## src/design/pawu_pkg.sv

```systemverilog
// ----------------------------------------------------------------------------
// pawu_pkg
// Shared types and constants of the piecewise affine warp unit: table sizes,
// field widths, command codes and the controller/datapath interface structs.
// ----------------------------------------------------------------------------
package pawu_pkg;

	localparam int MAX_TRIANGLES = 128;
	localparam int MAX_LANDMARKS = 128;

	localparam int INV_PER_TRI = 9;
	localparam int VTX_PER_TRI = 3;
	localparam int WRP_PER_TRI = 6;

	localparam int INV_DEPTH = MAX_TRIANGLES * INV_PER_TRI;
	localparam int VTX_DEPTH = MAX_TRIANGLES * VTX_PER_TRI;
	localparam int TGT_DEPTH = MAX_LANDMARKS;
	localparam int WRP_DEPTH = MAX_TRIANGLES * WRP_PER_TRI;

	localparam int INV_AW = $clog2(INV_DEPTH);
	localparam int VTX_AW = $clog2(VTX_DEPTH);
	localparam int TGT_AW = $clog2(TGT_DEPTH);
	localparam int WRP_AW = $clog2(WRP_DEPTH);

	localparam int TRI_W  = 7;
	localparam int EL_W   = 4;
	localparam int COEF_W = 32;
	localparam int LM_W   = 7;
	localparam int CRD_W  = 24;
	localparam int WARP_W = 32;
	localparam int PNT_W  = CRD_W + 1;
	localparam int PROD_W = 64;
	localparam int ACC_W  = 60;

	localparam int IN_DATA_W  = 104;
	localparam int IN_USER_W  = 3;
	localparam int OUT_DATA_W = 240;
	localparam int OUT_USER_W = 1;

	localparam int APB_AW = 3;
	localparam int APB_DW = 32;

	typedef enum logic [2:0] {
		MODE_LOAD_INV = 3'd0,
		MODE_LOAD_VTX = 3'd1,
		MODE_LOAD_LM  = 3'd2,
		MODE_SET      = 3'd3,
		MODE_COMPOSE  = 3'd4,
		MODE_MAP      = 3'd5
	} mode_t;

	typedef enum logic [1:0] {
		OP_FRESH   = 2'd0,
		OP_COMPOSE = 2'd1,
		OP_MAP     = 2'd2
	} mac_op_t;

	// One multiply-accumulate issue; travels down the pipeline as its tag.
	typedef struct packed {
		logic       valid;
		logic       last;
		mac_op_t    op;
		logic       r;
		logic [1:0] c;
		logic [1:0] k;
	} mac_tag_t;

	typedef struct packed {
		logic       accept;
		logic       load;
		logic       gather;
		logic [3:0] step;
		mac_tag_t   issue;
		logic       wr_valid;
		logic [2:0] wr_idx;
		logic       load_out;
	} pawu_cmd_t;

	typedef struct packed {
		mode_t mode;
		logic  tri_ok;
		logic  pipe_busy;
		logic  out_free;
	} pawu_status_t;

endpackage

```

## src/design/pawu_ctrl.sv

```systemverilog
// ----------------------------------------------------------------------------
// pawu_ctrl
// Sequencer of the warp unit: accepts a word, walks the load or the gather,
// multiply and write-back phases and hands the result to the output register.
// ----------------------------------------------------------------------------
module pawu_ctrl (
	input  logic                  clk,
	input  logic                  arst_n,
	input  logic                  s_axis_tvalid,
	output logic                  s_axis_tready,
	input  pawu_pkg::pawu_status_t status,
	output pawu_pkg::pawu_cmd_t    cmd
);
	import pawu_pkg::*;

	typedef enum logic [8:0] {
		ST_IDLE     = 9'b000000001,
		ST_DISPATCH = 9'b000000010,
		ST_LOAD     = 9'b000000100,
		ST_GATHER   = 9'b000001000,
		ST_FRESH    = 9'b000010000,
		ST_COMPOSE  = 9'b000100000,
		ST_MAP      = 9'b001000000,
		ST_WRITE    = 9'b010000000,
		ST_RESULT   = 9'b100000000
	} state_t;

	state_t     state_q;
	logic [3:0] step_q;
	logic       r_q;
	logic [1:0] c_q;
	logic [1:0] k_q;
	logic       issuing_q;
	logic       in_mac;
	logic       is_map;
	logic       final_issue;

	assign s_axis_tready = (state_q == ST_IDLE);
	assign in_mac = (state_q == ST_FRESH) || (state_q == ST_COMPOSE) || (state_q == ST_MAP);
	assign is_map = (state_q == ST_MAP);
	assign final_issue = r_q && (k_q == 2'd2) && (is_map || (c_q == 2'd2));

	always_comb begin
		cmd = '0;
		cmd.accept = s_axis_tvalid && s_axis_tready;
		cmd.load = (state_q == ST_LOAD);
		cmd.gather = (state_q == ST_GATHER);
		cmd.step = step_q;
		cmd.issue.valid = in_mac && issuing_q;
		cmd.issue.last = (k_q == 2'd2);
		cmd.issue.r = r_q;
		cmd.issue.c = c_q;
		cmd.issue.k = k_q;
		case (state_q)
			ST_COMPOSE: cmd.issue.op = OP_COMPOSE;
			ST_MAP:     cmd.issue.op = OP_MAP;
			default:    cmd.issue.op = OP_FRESH;
		endcase
		cmd.wr_valid = (state_q == ST_WRITE);
		cmd.wr_idx = step_q[2:0];
		cmd.load_out = (state_q == ST_RESULT) && status.out_free;
	end

	always_ff @(posedge clk or negedge arst_n) begin
		if (!arst_n) begin
			state_q <= ST_IDLE;
			step_q <= '0;
			r_q <= 1'b0;
			c_q <= '0;
			k_q <= '0;
			issuing_q <= 1'b0;
		end else begin
			case (state_q)
				ST_IDLE: begin
					if (cmd.accept)
						state_q <= ST_DISPATCH;
				end
				ST_DISPATCH: begin
					step_q <= '0;
					case (status.mode)
						MODE_LOAD_INV, MODE_LOAD_VTX, MODE_LOAD_LM: state_q <= ST_LOAD;
						MODE_SET, MODE_COMPOSE, MODE_MAP: begin
							state_q <= status.tri_ok ? ST_GATHER : ST_RESULT;
						end
						default: state_q <= ST_RESULT;
					endcase
				end
				ST_LOAD: state_q <= ST_RESULT;
				ST_GATHER: begin
					step_q <= step_q + 4'd1;
					if (step_q == 4'd9) begin
						state_q <= (status.mode == MODE_MAP) ? ST_MAP : ST_FRESH;
						r_q <= 1'b0;
						c_q <= '0;
						k_q <= '0;
						issuing_q <= 1'b1;
					end
				end
				ST_FRESH, ST_COMPOSE, ST_MAP: begin
					if (issuing_q) begin
						if (final_issue)
							issuing_q <= 1'b0;
						if (k_q != 2'd2) begin
							k_q <= k_q + 2'd1;
						end else begin
							k_q <= '0;
							if (is_map || c_q == 2'd2) begin
								c_q <= '0;
								r_q <= ~r_q;
							end else begin
								c_q <= c_q + 2'd1;
							end
						end
					end else if (!status.pipe_busy) begin
						step_q <= '0;
						if (state_q == ST_FRESH && status.mode == MODE_COMPOSE) begin
							state_q <= ST_COMPOSE;
							r_q <= 1'b0;
							c_q <= '0;
							k_q <= '0;
							issuing_q <= 1'b1;
						end else if (state_q == ST_MAP) begin
							state_q <= ST_RESULT;
						end else begin
							state_q <= ST_WRITE;
						end
					end
				end
				ST_WRITE: begin
					step_q <= step_q + 4'd1;
					if (step_q == 4'd5)
						state_q <= ST_RESULT;
				end
				ST_RESULT: begin
					if (status.out_free)
						state_q <= ST_IDLE;
				end
				default: state_q <= ST_IDLE;
			endcase
		end
	end

endmodule

```

## config.mk

```make
export PLATFORM = sky130hd
export DESIGN_NAME = pawu_ctrl
export DESIGN_NICKNAME = d
export VERILOG_FILES = /design/src/design/pawu_pkg.sv /design/src/design/pawu_ctrl.sv
export SDC_FILE = /design/constraint.sdc
export NUM_CORES = 1
export LEC_CHECK = 0
export BUFFER_PORTS_ARGS = -buffer_cell sky130_fd_sc_hd__buf_2
export CORE_UTILIZATION = 57
export DETAILED_ROUTE_END_ITERATION = 12
export PLACE_DENSITY = 0.9
export SYNTH_ARGS = -nofsm -noshare
export SYNTH_HDL_FRONTEND = slang
export SYNTH_SLANG_ARGS = --single-unit
export TNS_END_PERCENT = 20
```

## constraint.sdc

```tcl
create_clock -name clk -period 3.1 [get_ports clk]
set_clock_uncertainty 0.1 [all_clocks]
set_input_delay 0.155 -clock clk [delete_from_list [all_inputs] [get_ports clk]]
set_output_delay 0.155 -clock clk [all_outputs]
set_load 0.02 [all_outputs]
```

==> results.txt, run 1 <==
The flow ran to the end, and the final reports show no timing, DRC or antenna violations. Synthesis produced a netlist whose cell count is 148. After synthesis, flip-flops and latches occupy 34.4% of the total area. Buffers placed on the I/O ports in this run total 30. The insertion delay of the later-clocked pin in the worst-skew pair came out at 0.31 ns. Net switching is 43.6% of the power. The path class of the tightest hold or removal check is in2reg. The initial antenna violation count came out at 0. The main combinational cell family by area after synthesis is simple AND/OR/NAND/NOR gates. The level count of the clock H-tree is 1. The count of nets left with antenna violations after detail routing is 0. The met1 track demand over resource in global routing came out at 33.7%. The standard-cell row count is 17. The total global routing track utilization is 26.2%. For this run, the leading register cell type out of synthesis is sky130_fd_sc_hd__dfrtp_1. The Yosys step of the flow raised 0 warnings. The number of global-route vias before repair is 1132. The compound-cell area share of the yosys netlist came out at 16.3%. The number of hold buffers added after cts is 2. The count of distinct cell types in the synthesized netlist came out at 57.

The initial cell density of the core came out at 61.5%. Walking the worst path, the cells encountered are nor3_2, nand2_1, nor3_1, and2_1, buf_2. When the netlist entered floorplanning its net count stood at 160. The critical path's largest stage delay came out at 0.48 ns. At the end of routability-driven placement, the weighted congestion stood at 0.955. The post-synthesis adder-cell area fraction is 2.71%.

The share of synthesized cell area in and, or, nand and nor gates came out at 31.2%. In this run, synthesis produced a sequential element count of 19. The master cell of the clock root buffer is sky130_fd_sc_hd__clkbuf_4. The count of max-cap constraint violations came out at 0. The sequential group share of total power is 40.1%. STA puts the critical path data required time at 2.84 ns. The post-placement cell count is 197.

The number of setup buffers added after CTS is 0. After detailed routing, the number of remaining DRC violations is 0. The portion of the clock cycle consumed by the worst path in the final layout came out at 76.3%. The first global-routing pass estimated 5020 um of wire.

The net count of the finished layout is 188. The detailed-route wire length per cell came out at 15.5 um. The layout cell share with drive strength beyond 1 is 28.6%. The clock transition at the register clock pins on the worst setup and hold paths after CTS is 0.11 ns.

The area of the core came out at 2250 um^2. For this run, global-route usage on met2 was measured as 42.8%. After global routing the overflow that remains totals 0.

The slew of the pin with the lowest slew margin is 0.451 ns. Dividing the detail-routed via count by the number of cells gives 6.17. The number of buffers added by the clock tree synthesis step is 3.

The number of sinks on the clock net came out at 19. The core occupancy in the finished layout is 69.0%. The multiplexer area fraction after synthesis is 5.23%. The quantity of gates resized following cts came out at 0. Summed over all cells, the static leakage comes to 0.792 nW.

The power density of the placed cells is 585 nW/um^2. Detailed placement finished with a half-perimeter wire length of 2430 um. The relative max-transition margin came out at 69.8%.

Summed over all layers, the routed wires come to 3140 um. The biggest fanout along the worst timing path is 8. The overall die area came out at 2630 um^2. The count of final hold-check violations came out at 0. In the final timing run, aggregate negative setup slack is 0 ns. The count of pins on the block boundary is 31.

The CTS tree is yes. The maximum number of pins on one net before global-route repair came out at 20. The first-pass iteration count of the detailed router is 4. The startpoint type of the worst setup path is a register. The fraction of power consumed by combinational cells came out at 45.2%. The xor/xnor share of the synthesized area is 3.16%. Counting the fill cells in the layout gives 182. The max-slew violation total from the final report came out at 0. The internal portion of the total power is 0.513 mW. The filler-free cell count of the finished design came out at 203. The smallest clock period supported by the final layout is computed as 2.36 ns.

The clock network power share came out at 14.7%. From left edge to right edge, the die measures 51.3 um. STA classifies the critical path endpoint as a primary output. The buffer depth of the longest clock path came out at 2. For this run, asynchronously set or reset flops after synthesis account for 100%. 0 antenna diodes ended up in the layout. The total net switching power is 0.397 mW.

The final number of setup-violating endpoints is 0. Power comes to 0.910 mW. The height of the die came out at 51.3 um. The worst-path cell with the longest stage delay is sky130_fd_sc_hd__dfrtp_1. The cell area after technology mapping is 1390 um^2.

The routed layout has 1252 vias. The arrival time of data at the critical path endpoint came out at 2.11 ns. The most crowded layer after global routing is met2.

The type of the worst setup path is reg2out. The worst voltage drop across the vdd grid came out at 0.000493 V. The number of synthesized flops with an enable pin came out at 0. The fmax came out at 0.423 GHz. The number of DRC markers in iteration 0 came out at 55. The signed area change from the synthesized netlist to the final layout came out at 12.3%. The global-route met3 utilization came out at 4.46%. The mean instance size in the synthesized netlist is 9.37 um^2.

Setup repair after global routing left no endpoint under its margin.
[sequential cells by signal, indices dropped and copies added (netlist names)]
signal,cells
r_q,1
issuing_q,1
state_q,9
k_q,2
c_q,2
step_q,4
[metrics by stage]
step           hold WS (ns)  setup slack, ns  cell area (um^2)
6_report             0.0127            0.736              1560
5_1_grt              0.0128            0.617              1560
4_1_cts              0.0231            0.781              1560
3_5_place_dp         0.0200            0.915              1510
3_3_place_gp         0.0123            0.939              1510
2_1_floorplan        -0.241            0.943              1390
[power groups by stage]
stage	Sequential, mW	Clock [mW]	Combinational [mW]
2_1_floorplan	0.351	0	0.337
3_3_place_gp	0.363	0	0.397
3_5_place_dp	0.368	0	0.406
4_1_cts	0.363	0.131	0.410
5_1_grt	0.373	0.143	0.447
6_report	0.365	0.134	0.412
[cells in the final DEF, fill, tap and decap left out, types with 2 or more instances in the layout]
master and instances:
sky130_fd_sc_hd__buf_2 30, sky130_fd_sc_hd__dfrtp_1 18, sky130_fd_sc_hd__nor2_1 11, sky130_fd_sc_hd__nand2_1 8, sky130_fd_sc_hd__inv_1 8, sky130_fd_sc_hd__nor3_1 7
sky130_fd_sc_hd__a21oi_1 7, sky130_fd_sc_hd__nor3b_1 5, sky130_fd_sc_hd__o21ai_0 5, sky130_fd_sc_hd__nand3b_1 4, sky130_fd_sc_hd__and3_1 3, sky130_fd_sc_hd__nand2b_1 3
sky130_fd_sc_hd__nand4_1 3, sky130_fd_sc_hd__xnor2_1 3, sky130_fd_sc_hd__o2bb2ai_1 3, sky130_fd_sc_hd__ha_1 3, sky130_fd_sc_hd__clkbuf_4 3, sky130_fd_sc_hd__and2_1 2
sky130_fd_sc_hd__xor2_1 2, sky130_fd_sc_hd__nor2b_1 2, sky130_fd_sc_hd__a22o_1 2, sky130_fd_sc_hd__mux2i_1 2, sky130_fd_sc_hd__nor4_1 2, sky130_fd_sc_hd__mux2_4 2
sky130_fd_sc_hd__or2_2 2, sky130_fd_sc_hd__mux2_2 2, sky130_fd_sc_hd__a211o_1 2, sky130_fd_sc_hd__dlygate4sd3_1 2
[cells in the mapped netlist (2+ instances only)]
cell,instances,share of area (%)
sky130_fd_sc_hd__xor2_1,2,1.3
sky130_fd_sc_hd__a211o_1,2,1.3
sky130_fd_sc_hd__and2_1,2,0.90
sky130_fd_sc_hd__o21ai_0,5,1.8
sky130_fd_sc_hd__nor2_1,11,3.0
sky130_fd_sc_hd__inv_1,8,2.2
sky130_fd_sc_hd__ha_1,3,2.7
sky130_fd_sc_hd__nand2b_1,3,1.4
sky130_fd_sc_hd__mux2_4,2,2.2
sky130_fd_sc_hd__a21oi_1,7,2.5
sky130_fd_sc_hd__nor4_1,2,0.90
sky130_fd_sc_hd__dfrtp_1,18,32
sky130_fd_sc_hd__mux2_2,2,1.6
sky130_fd_sc_hd__nor3_1,7,2.5
sky130_fd_sc_hd__buf_4,5,2.7
sky130_fd_sc_hd__nor3b_1,5,2.7
sky130_fd_sc_hd__nor2b_1,2,0.90
sky130_fd_sc_hd__nand2_1,8,2.2
sky130_fd_sc_hd__and3_1,3,1.4
sky130_fd_sc_hd__nand3b_1,4,2.2
sky130_fd_sc_hd__a22o_1,2,1.3
sky130_fd_sc_hd__xnor2_1,3,1.9
sky130_fd_sc_hd__buf_2,2,0.72
sky130_fd_sc_hd__mux2i_1,2,1.4
sky130_fd_sc_hd__nand4_1,3,1.4
sky130_fd_sc_hd__or2_2,2,0.90
sky130_fd_sc_hd__o2bb2ai_1,3,1.9
[layer usage]
layer | wire length (um) | up-vias
met3 | 198 | 7
met2 | 1500 | 45
met1 | 1380 | 607
li1 | - | 593
met4 | 57 | 0
met5 | 0 | -
[layout make-up]
class / count / area (um^2) / share of cell area (%)
inverters: 9 / 33.8 / 2.17
well taps: 28 / 35.0 / 2.25
flip-flops and latches: 19 / 477 / 30.6
repair buffers: 32 / 170 / 10.9
clock inverters: 1 / 5.00 / 0.322
clock buffers: 3 / 22.5 / 1.45
multi-input cells: 111 / 813 / 52.3
[worst paths after layout]
check | start | to | slack (ns) | cells past startpoint
worst max-delay path | state_q[8] | cmd[20] | 0.74 | 5
worst min-delay path | s_axis_tvalid | state_q[1] | 0.01 | 2
worst max register to register | state_q[1] | step_q[0] | 0.85 | 5
worst min register to register | c_q[1] | c_q[1] | 0.46 | 1
max in group asynchronous | arst_n | state_q[0] | 2.36 | 2
min in group asynchronous | arst_n | c_q[0] | 0.20 | 2
[logic make-up (layout without fill, tap and decap cells)]
kind of cell | Yosys count | count (layout)
flops | 19 | 19
xor+xnor | 5 | 5
simple gates | 66 | 66
mux | 6 | 6
buf+inv | 18 | 45
compound gates | 31 | 31
fa+ha+maj | 3 | 3
[critical path, delay by kind of cell (launching register included)]
kind / cells / cell delay (ns)
simple gates: 4 / 1.18
buf+inv: 1 / 0.15
flops: 1 / 0.48
Power figures use the tool's default switching activity.
==> run 2: changes to the inputs <==
--- a/config.mk
+++ b/config.mk
@@ -6,9 +6,9 @@
 export NUM_CORES = 1
 export LEC_CHECK = 0
 export BUFFER_PORTS_ARGS = -buffer_cell sky130_fd_sc_hd__buf_2
-export CORE_UTILIZATION = 57
+export CORE_UTILIZATION = 48
 export DETAILED_ROUTE_END_ITERATION = 12
-export PLACE_DENSITY = 0.9
+export PLACE_DENSITY = 0.82
 export SYNTH_ARGS = -nofsm -noshare
 export SYNTH_HDL_FRONTEND = slang
 export SYNTH_SLANG_ARGS = --single-unit
==> constraint.sdc (replaced) <==
create_clock -name clk -period 2.1 [get_ports clk]
set_clock_uncertainty 0.1 [all_clocks]
set_input_delay 0.105 -clock clk [delete_from_list [all_inputs] [get_ports clk]]
set_output_delay 0.105 -clock clk [all_outputs]
set_load 0.02 [all_outputs]
==> run 2 against run 1 <==
Effect of this change: global-route usage decreased by 3.7 points; die area increased by 18%; count of clock-buffer cells in the layout increased by 1; sequential cell count unchanged; cell area increased by 13%; worst setup slack got worse by 0.71 ns; first-iteration DRC count decreased by 58%; combinational power increased by 84%; final cell count increased by 11%; critical path depth decreased by 1; sequential power increased by 48%; clock power increased by 42%; critical path type unchanged.
==> results.txt, run 2 (same netlist as run 1, synthesis figures left out) <==
The signed area change from the synthesized netlist to the final layout came out at 27.1%. Setup repair after global routing could not meet its margin everywhere. The buffer depth of the longest clock path was 2 (unchanged). In the final layout, the registers with the most flip-flops are state_q (9), step_q (4).

The worst endpoint required time is 1.89 ns (-0.95 ns). The insertion delay of the later-clocked pin in the worst-skew pair is 0.30 ns (about the same). The max-slew violation total from the final report is 0 (unchanged).

In the layout the commonest cells are sky130_fd_sc_hd__buf_2 (28), sky130_fd_sc_hd__buf_4 (17), sky130_fd_sc_hd__dfrtp_1 (14). The level count of the clock H-tree is 1 (unchanged). The total of fill cells in the finished design came to 204 (+12%). The relative max-transition margin is 70.3% (+0.57 points). The min-delay analysis places its worst path in the category in2reg. The final routed DRC violation total came out at 0 (unchanged).

The total global routing track utilization came out at 22.5% (-3.7 points). The worst setup path is launched from a register. The detailed-route wire length per cell is 15.1 um (-2.5%). The final antenna diode count was 0 (unchanged).

The sum of routed wire length over all layers is 3390 um (+8.1%). The final number of setup-violating endpoints is 0 (unchanged). The worst setup path is captured at a primary output.

The initial antenna violation count is 0 (unchanged). The run finished with clean final reports. The multi-input logic area is 851 um^2 (+4.6%). The count of final hold-check violations came out at 0 (unchanged).

The half-perimeter wire length after detailed placement was 2530 um (+4.1%). The placed standard-cell area is 1630 um^2 (+8.0%). The number of sinks on the clock net is 19 (unchanged).

The mean number of vias per cell is 5.96 (-3.4%). The overall die area came to 3110 um^2 (+18%). The sum of overflow across all layers after global routing was 0 (unchanged). TritonCTS built the clock tree. The standard-cell row count was 19 (+2). The height of the die is 55.7 um (+8.6%). The width of the die came to 55.7 um (+8.6%). The count of input and output buffers is 30 (unchanged). The initial cell density of the core is 50.3% (-11 points).

The number of global-route vias before repair was 1294 (+14%). The number of buffers added by the clock tree synthesis step is 3 (unchanged). The combined flip-flop and latch cell area came out at 482 um^2 (+1.0%). The worst path needs 2.07 ns of the cycle, external delays included. The biggest fanout along the worst timing path came out at 6 (-2).

The area of the core is 2760 um^2 (+22%). The count of max-cap constraint violations is 0 (unchanged). The reported leakage power came out at 0.892 nW (+13%). The post-layout instance area came out at 1760 um^2 (+13%). The hold slack is 0.00360 ns (-0.00909 ns). The type of the worst setup path is reg2out.

The flip-flop count of the largest register, all copies and words added came to 9 (unchanged). Ranked by flip-flop count, first place goes to state_q. The slew of the pin with the lowest slew margin is 0.445 ns (-0.00607 ns).

The library cell used most frequently in the layout, excluding fill and tap cells, is sky130_fd_sc_hd__buf_2. The tree is rooted in a sky130_fd_sc_hd__clkbuf_4. The arrival time of data at the critical path endpoint came out at 1.87 ns (-0.24 ns).

The layout cell share with drive strength beyond 1 is 39.7% (+11 points). The worst voltage drop across the vdd grid came out at 0.000573 V (+16%). The portion of the clock cycle consumed by the worst path in the final layout came out at 98.7%.

The weighted congestion at the end of routability-driven global placement is 0.852 (-11%). The first-pass GRT wire length came out at 5570 um (+11%). The power density of the placed cells came out at 845 nW/um^2 (+45%). The clock transition at the register clock pins on the worst setup and hold paths after CTS came out at 0.11 ns (about the same).

The via count came to 1341 (+7.1%). The number of nets in the final layout is 207 (+10%). The number of DRC markers in iteration 0 is 23 (-58%). The first-pass iteration count of the detailed router came out at 4 (unchanged). The count of nets left with antenna violations after detail routing is 0 (unchanged). The count of pins on the block boundary came out at 31 (unchanged). The total power came out at 1.49 mW (+64%).

The maximum number of pins on one net before global-route repair is 20 (unchanged). Derived from the worst setup path, the maximum achievable clock frequency is 0.482 GHz. The core occupancy in the finished layout came out at 63.9% (-5.2 points).
## run 2: changes by cell type in the layout (fill, tap and decap cells not counted), sizes merged
cell	before	now
buf	30	47
dlygate4sd3	2	4
clkbuf	3	4
clkinv	1	0
## run 2: power by group
group	internal (mW)	switching, mW	leakage, nW	total [mW]
Combinational	0.362	0.398	0.639	0.760
Sequential	0.432	0.108	0.238	0.540
Clock	0.0740	0.116	0.0150	0.190
## run 2: layout make-up
class                           instances  share of cell area, %
Tap cell                               31                   2.20
Timing Repair Buffer                   51                   18.8
Multi-Input combinational cell        111                   48.3
Clock buffer                            4                   1.49
Inverter                                9                   1.92
Sequential cell                        19                   27.3
## run 2: critical path: stages (launching register included)
cell and delay (ns):
sky130_fd_sc_hd__dfrtp_2 0.47, sky130_fd_sc_hd__or4_4 0.57, sky130_fd_sc_hd__nor3_4 0.17, sky130_fd_sc_hd__and4b_1 0.21
sky130_fd_sc_hd__buf_4 0.14
## run 2: worst paths after layout
path | from | end | slack [ns] | depth (start not counted)
setup / recovery | state_q[7] | cmd[0] | 0.03 | 4
hold / removal | status[0] | state_q[8] | 0.004 | 4
setup reg to reg | state_q[7] | state_q[6] | 0.05 | 5
hold reg to reg | k_q[0] | k_q[1] | 0.48 | 1
max in group asynchronous | arst_n | state_q[0] | 1.38 | 2
min in group asynchronous | arst_n | state_q[4] | 0.18 | 2
## run 2: per-layer routing
metal	vias up	GRT usage, %	wire length, um	share of wire [%]
met1	652	26.4	1400	41
met3	11	5.58	188	5.5
met4	0	8.21	61	1.8
met2	43	39.4	1750	51
li1	635	-	-	-
met5	-	0	0	0
## run 2: metrics by stage
step / TNS [ns] / cells / setup WS [ns]
global route: -0.101 / 225 / -0.0264
global placement: 0 / 215 / 0.0698
floorplan: 0 / 148 / 0.0733
finish: 0 / 225 / 0.0269
CTS: 0 / 224 / 0.0177
detailed placement: 0 / 215 / 0.00338
## run 2: repair_timing
action / in CTS / in global routing
setup endpoints to repair: 5 / 9
hold buffers: 4 / 0
pin swaps: 1 / 2
endpoints found under the hold margin: 22 / 0
setup buffers: 1 / 1
gates cloned: 0 / 0
gates resized for setup: 2 / 15
==> run 3: changes to the inputs <==
--- a/config.mk
+++ b/config.mk
@@ -6,9 +6,9 @@
 export NUM_CORES = 1
 export LEC_CHECK = 0
 export BUFFER_PORTS_ARGS = -buffer_cell sky130_fd_sc_hd__buf_2
-export CORE_UTILIZATION = 48
+export CORE_UTILIZATION = 46
 export DETAILED_ROUTE_END_ITERATION = 12
-export PLACE_DENSITY = 0.82
+export PLACE_DENSITY = 0.77
 export SYNTH_ARGS = -nofsm -noshare
 export SYNTH_HDL_FRONTEND = slang
 export SYNTH_SLANG_ARGS = --single-unit
==> constraint.sdc (replaced) <==
create_clock -name clk -period 2 [get_ports clk]
set_clock_uncertainty 0.1 [all_clocks]
set_input_delay 0.1 -clock clk [delete_from_list [all_inputs] [get_ports clk]]
set_output_delay 0.1 -clock clk [all_outputs]
set_load 0.02 [all_outputs]
==> run 3 against run 2 <==
Effect of this change: the run now ends with DRC, setup timing left; die area increased by 4.2%; worst setup slack got worse by 0.14 ns; sequential share of layout area decreased by 3.3 points; power increased by 20%; final cell count increased by 11%; first-iteration DRC count increased by 65%; critical path type unchanged; critical endpoint unchanged.
==> results.txt, run 3 (same netlist as run 1, synthesis figures left out) <==
The level count of the clock H-tree is 1 (unchanged). The final number of setup-violating endpoints was 11 (+11). Leaving out fill and tap cells, the most frequent cell in the layout is sky130_fd_sc_hd__buf_4. The count of input and output buffers came to 30 (unchanged). Setup repair after global routing could not meet its margin everywhere. In this run the critical register-to-register path is captured at state_q[4].

The core occupancy in the finished layout is 71.4% (+7.5 points). The worst setup path is captured at a primary output. The biggest fanout along the worst timing path is 2 (-4). The shortest period the worst path allows came out at 2.11 ns.

The setup TNS is -0.549 ns (-0.549 ns). TritonCTS built the clock tree. The signed area change from the synthesized netlist to the final layout is 44.4%. The run finished, with violations left.

The count of max-cap constraint violations came out at 0 (unchanged). The met2 global-route usage is 43.9% (+4.5 points). The overall die area was 3240 um^2 (+4.2%). The critical path is of the reg2out type. The slack of the worst reg-to-reg path came out at -0.07 ns (-0.12 ns).

The final routed DRC violation total came out at 2 (+2). state_q holds more flip-flops than any other register. The area of the core is 2810 um^2 (+1.7%).

The standard-cell row count was 19 (unchanged). The min-delay analysis places its worst path in the category in2reg. The first-pass iteration count of the detailed router is 8 (+4). The total net switching power is 0.740 mW (+19%).

Tracing the worst setup path back leads to its startpoint at state_q[7]. The reported leakage power is 1.02 nW (+15%). The worst voltage drop across the vdd grid came out at 0.000516 V (-10%).

The worst setup path is launched from a register. The global-route met3 utilization came out at 2.76% (-2.8 points). The number of nets in the final layout is 231 (+12%).

The clock transition at the register clock pins on the worst setup and hold paths after CTS is 0.12 ns (about the same). The initial antenna violation count is 0 (unchanged). The hold slack was 0.0296 ns (+0.0260 ns). The internal power summed over all cells came out at 1.05 mW (+21%). The filler-free cell count of the finished design came to 249 (+11%). The detailed-route wire length per cell came out at 16.2 um (+7.1%). The met1 track demand over resource in global routing came out at 31.3% (+4.9 points). The arrival time of data at the critical path endpoint came out at 1.91 ns (+0.04 ns). After global routing, the most crowded layer is met2. The smallest setup slack after layout came out at -0.113 ns (-0.140 ns). The switching portion of total power was 41.4% (-0.29 points). The sum of overflow across all layers after global routing came out at 0 (unchanged). The portion of the clock cycle consumed by the worst path in the final layout is 106%. The via count came out at 1437 (+7.2%). The buffer depth of the longest clock path came out at 2 (unchanged). The mean number of vias per cell came out at 5.77 (-3.2%).

The sum of routed wire length over all layers came out at 4020 um (+19%). The max-slew violation total from the final report came out at 0 (unchanged). The insertion delay of the later-clocked pin in the worst-skew pair is 0.32 ns (+0.02 ns). The first-pass GRT wire length came out at 6350 um (+14%).

The launching point of the worst reg2reg path is state_q[6]. The most critical setup path has its endpoint at cmd[0]. The total global routing track utilization is 25.7% (+3.2 points). The final antenna diode count is 0 (unchanged). The weighted congestion at the end of routability-driven global placement was 0.925 (+8.5%). The clock network power share came out at 12.0% (-0.7 points).

The half-perimeter wire length after detailed placement is 2800 um (+11%). The count of pins on the block boundary came out at 31 (unchanged). The cell depth of the worst flop-to-flop path is 7 (+2).

The maximum number of pins on one net before global-route repair is 20 (unchanged). The height of the die is 56.9 um (+2.1%). The worst endpoint required time came out at 1.80 ns (-0.09 ns).

The number of global-route vias before repair came out at 1423 (+10%). The power density of the placed cells came out at 893 nW/um^2 (+5.6%). The post-placement cell count is 233 (+8.4%). The sequential group share of total power is 29.3% (-6.9 points). The slew of the pin with the lowest slew margin came out at 0.461 ns (+0.0156 ns). The relative max-transition margin is 69.3% (-1.0 points). In the layout the commonest cells are sky130_fd_sc_hd__buf_4 (38), sky130_fd_sc_hd__buf_2 (28), sky130_fd_sc_hd__dfrtp_1 (15). The number of DRC markers in iteration 0 came out at 38 (+65%).

The tree is rooted in a sky130_fd_sc_hd__clkbuf_4. For this run, the top clock speed supported by timing is 0.473 GHz. The count of nets left with antenna violations after detail routing is 0 (unchanged). The flip-flop count of the largest register, all copies and words added came out at 9 (unchanged).

The layout cell share with drive strength beyond 1 is 48.6% (+8.9 points). The total of fill cells in the finished design came out at 215 (+5.4%). The count of final hold-check violations is 0 (unchanged).

The fraction of power consumed by combinational cells came to 58.7% (+7.7 points). The initial cell density of the core is 49.4% (-0.85 points). The final reports fail on DRC, setup timing. The number of buffers added by the clock tree synthesis step came out at 3 (unchanged). The largest registers in the layout are state_q (9), step_q (4). The number of sinks on the clock net is 19 (unchanged).

The width of the die came out at 56.9 um (+2.1%).
-- run 3: worst min path at each step --
stage,startpoint,endpoint,slack [ns],cells past startpoint
final,status[3],state_q[2],0.03,3
after global routing,status[3],state_q[2],0.07,3
after CTS,status[4],state_q[2],0.03,3
after detailed placement,arst_n,state_q[3],-0.03,1
after global placement,arst_n,state_q[1],-0.03,1
after floorplan,arst_n,c_q[0],-0.30,0
-- run 3: layer usage --
metal / routed length, um / vias to the layer above
li1: - / 682
met1: 1700 / 701
met2: 2060 / 43
met3: 157 / 11
met4: 112 / 0
met5: 0 / -
-- run 3: timing repair --
item	in CTS	in global routing
setup buffers	7	1
pin swaps	5	2
hold buffers	4	0
gates resized for setup	17	12
endpoints found under the hold margin	22	0
endpoints found under the setup margin	10	23
-- run 3: final cells by class --
| class | count | area (um^2) | share of cell area [%] |
|---|---|---|---|
| flip-flops and latches | 19 | 480 | 24.0 |
| repair buffers | 75 | 522 | 26.1 |
| well taps | 31 | 38.8 | 1.94 |
| inverters | 9 | 33.8 | 1.69 |
| clock buffers | 4 | 26.3 | 1.31 |
| multi-input cells | 111 | 901 | 45.0 |
-- run 3: worst max-delay path, cell delays in order (launching register included) --
cell and delay (ns):
sky130_fd_sc_hd__dfrtp_1 0.42, sky130_fd_sc_hd__or4_4 0.58, sky130_fd_sc_hd__nor3_4 0.14, sky130_fd_sc_hd__buf_4 0.13, sky130_fd_sc_hd__and4b_1 0.20, sky130_fd_sc_hd__buf_6 0.12
-- run 3: stage by stage --
| step | setup slack (ns) | power (mW) | cell area [um^2] |
|---|---|---|---|
| after floorplan | -0.0267 | 1.07 | 1390 |
| after global placement | 0.00767 | 1.36 | 1770 |
| after detailed placement | -0.0464 | 1.39 | 1770 |
| after CTS | -0.0769 | 1.71 | 1930 |
| after global routing | -0.140 | 1.87 | 2000 |
| final | -0.113 | 1.79 | 2000 |
-- run 3: power by group through the flow --
stage,logic (mW),clock network [mW],registers (mW)
after floorplan,0.530,0,0.545
after global placement,0.827,0,0.533
after detailed placement,0.854,0,0.540
after CTS,0.987,0.212,0.516
after global routing,1.12,0.224,0.529
final,1.05,0.215,0.523
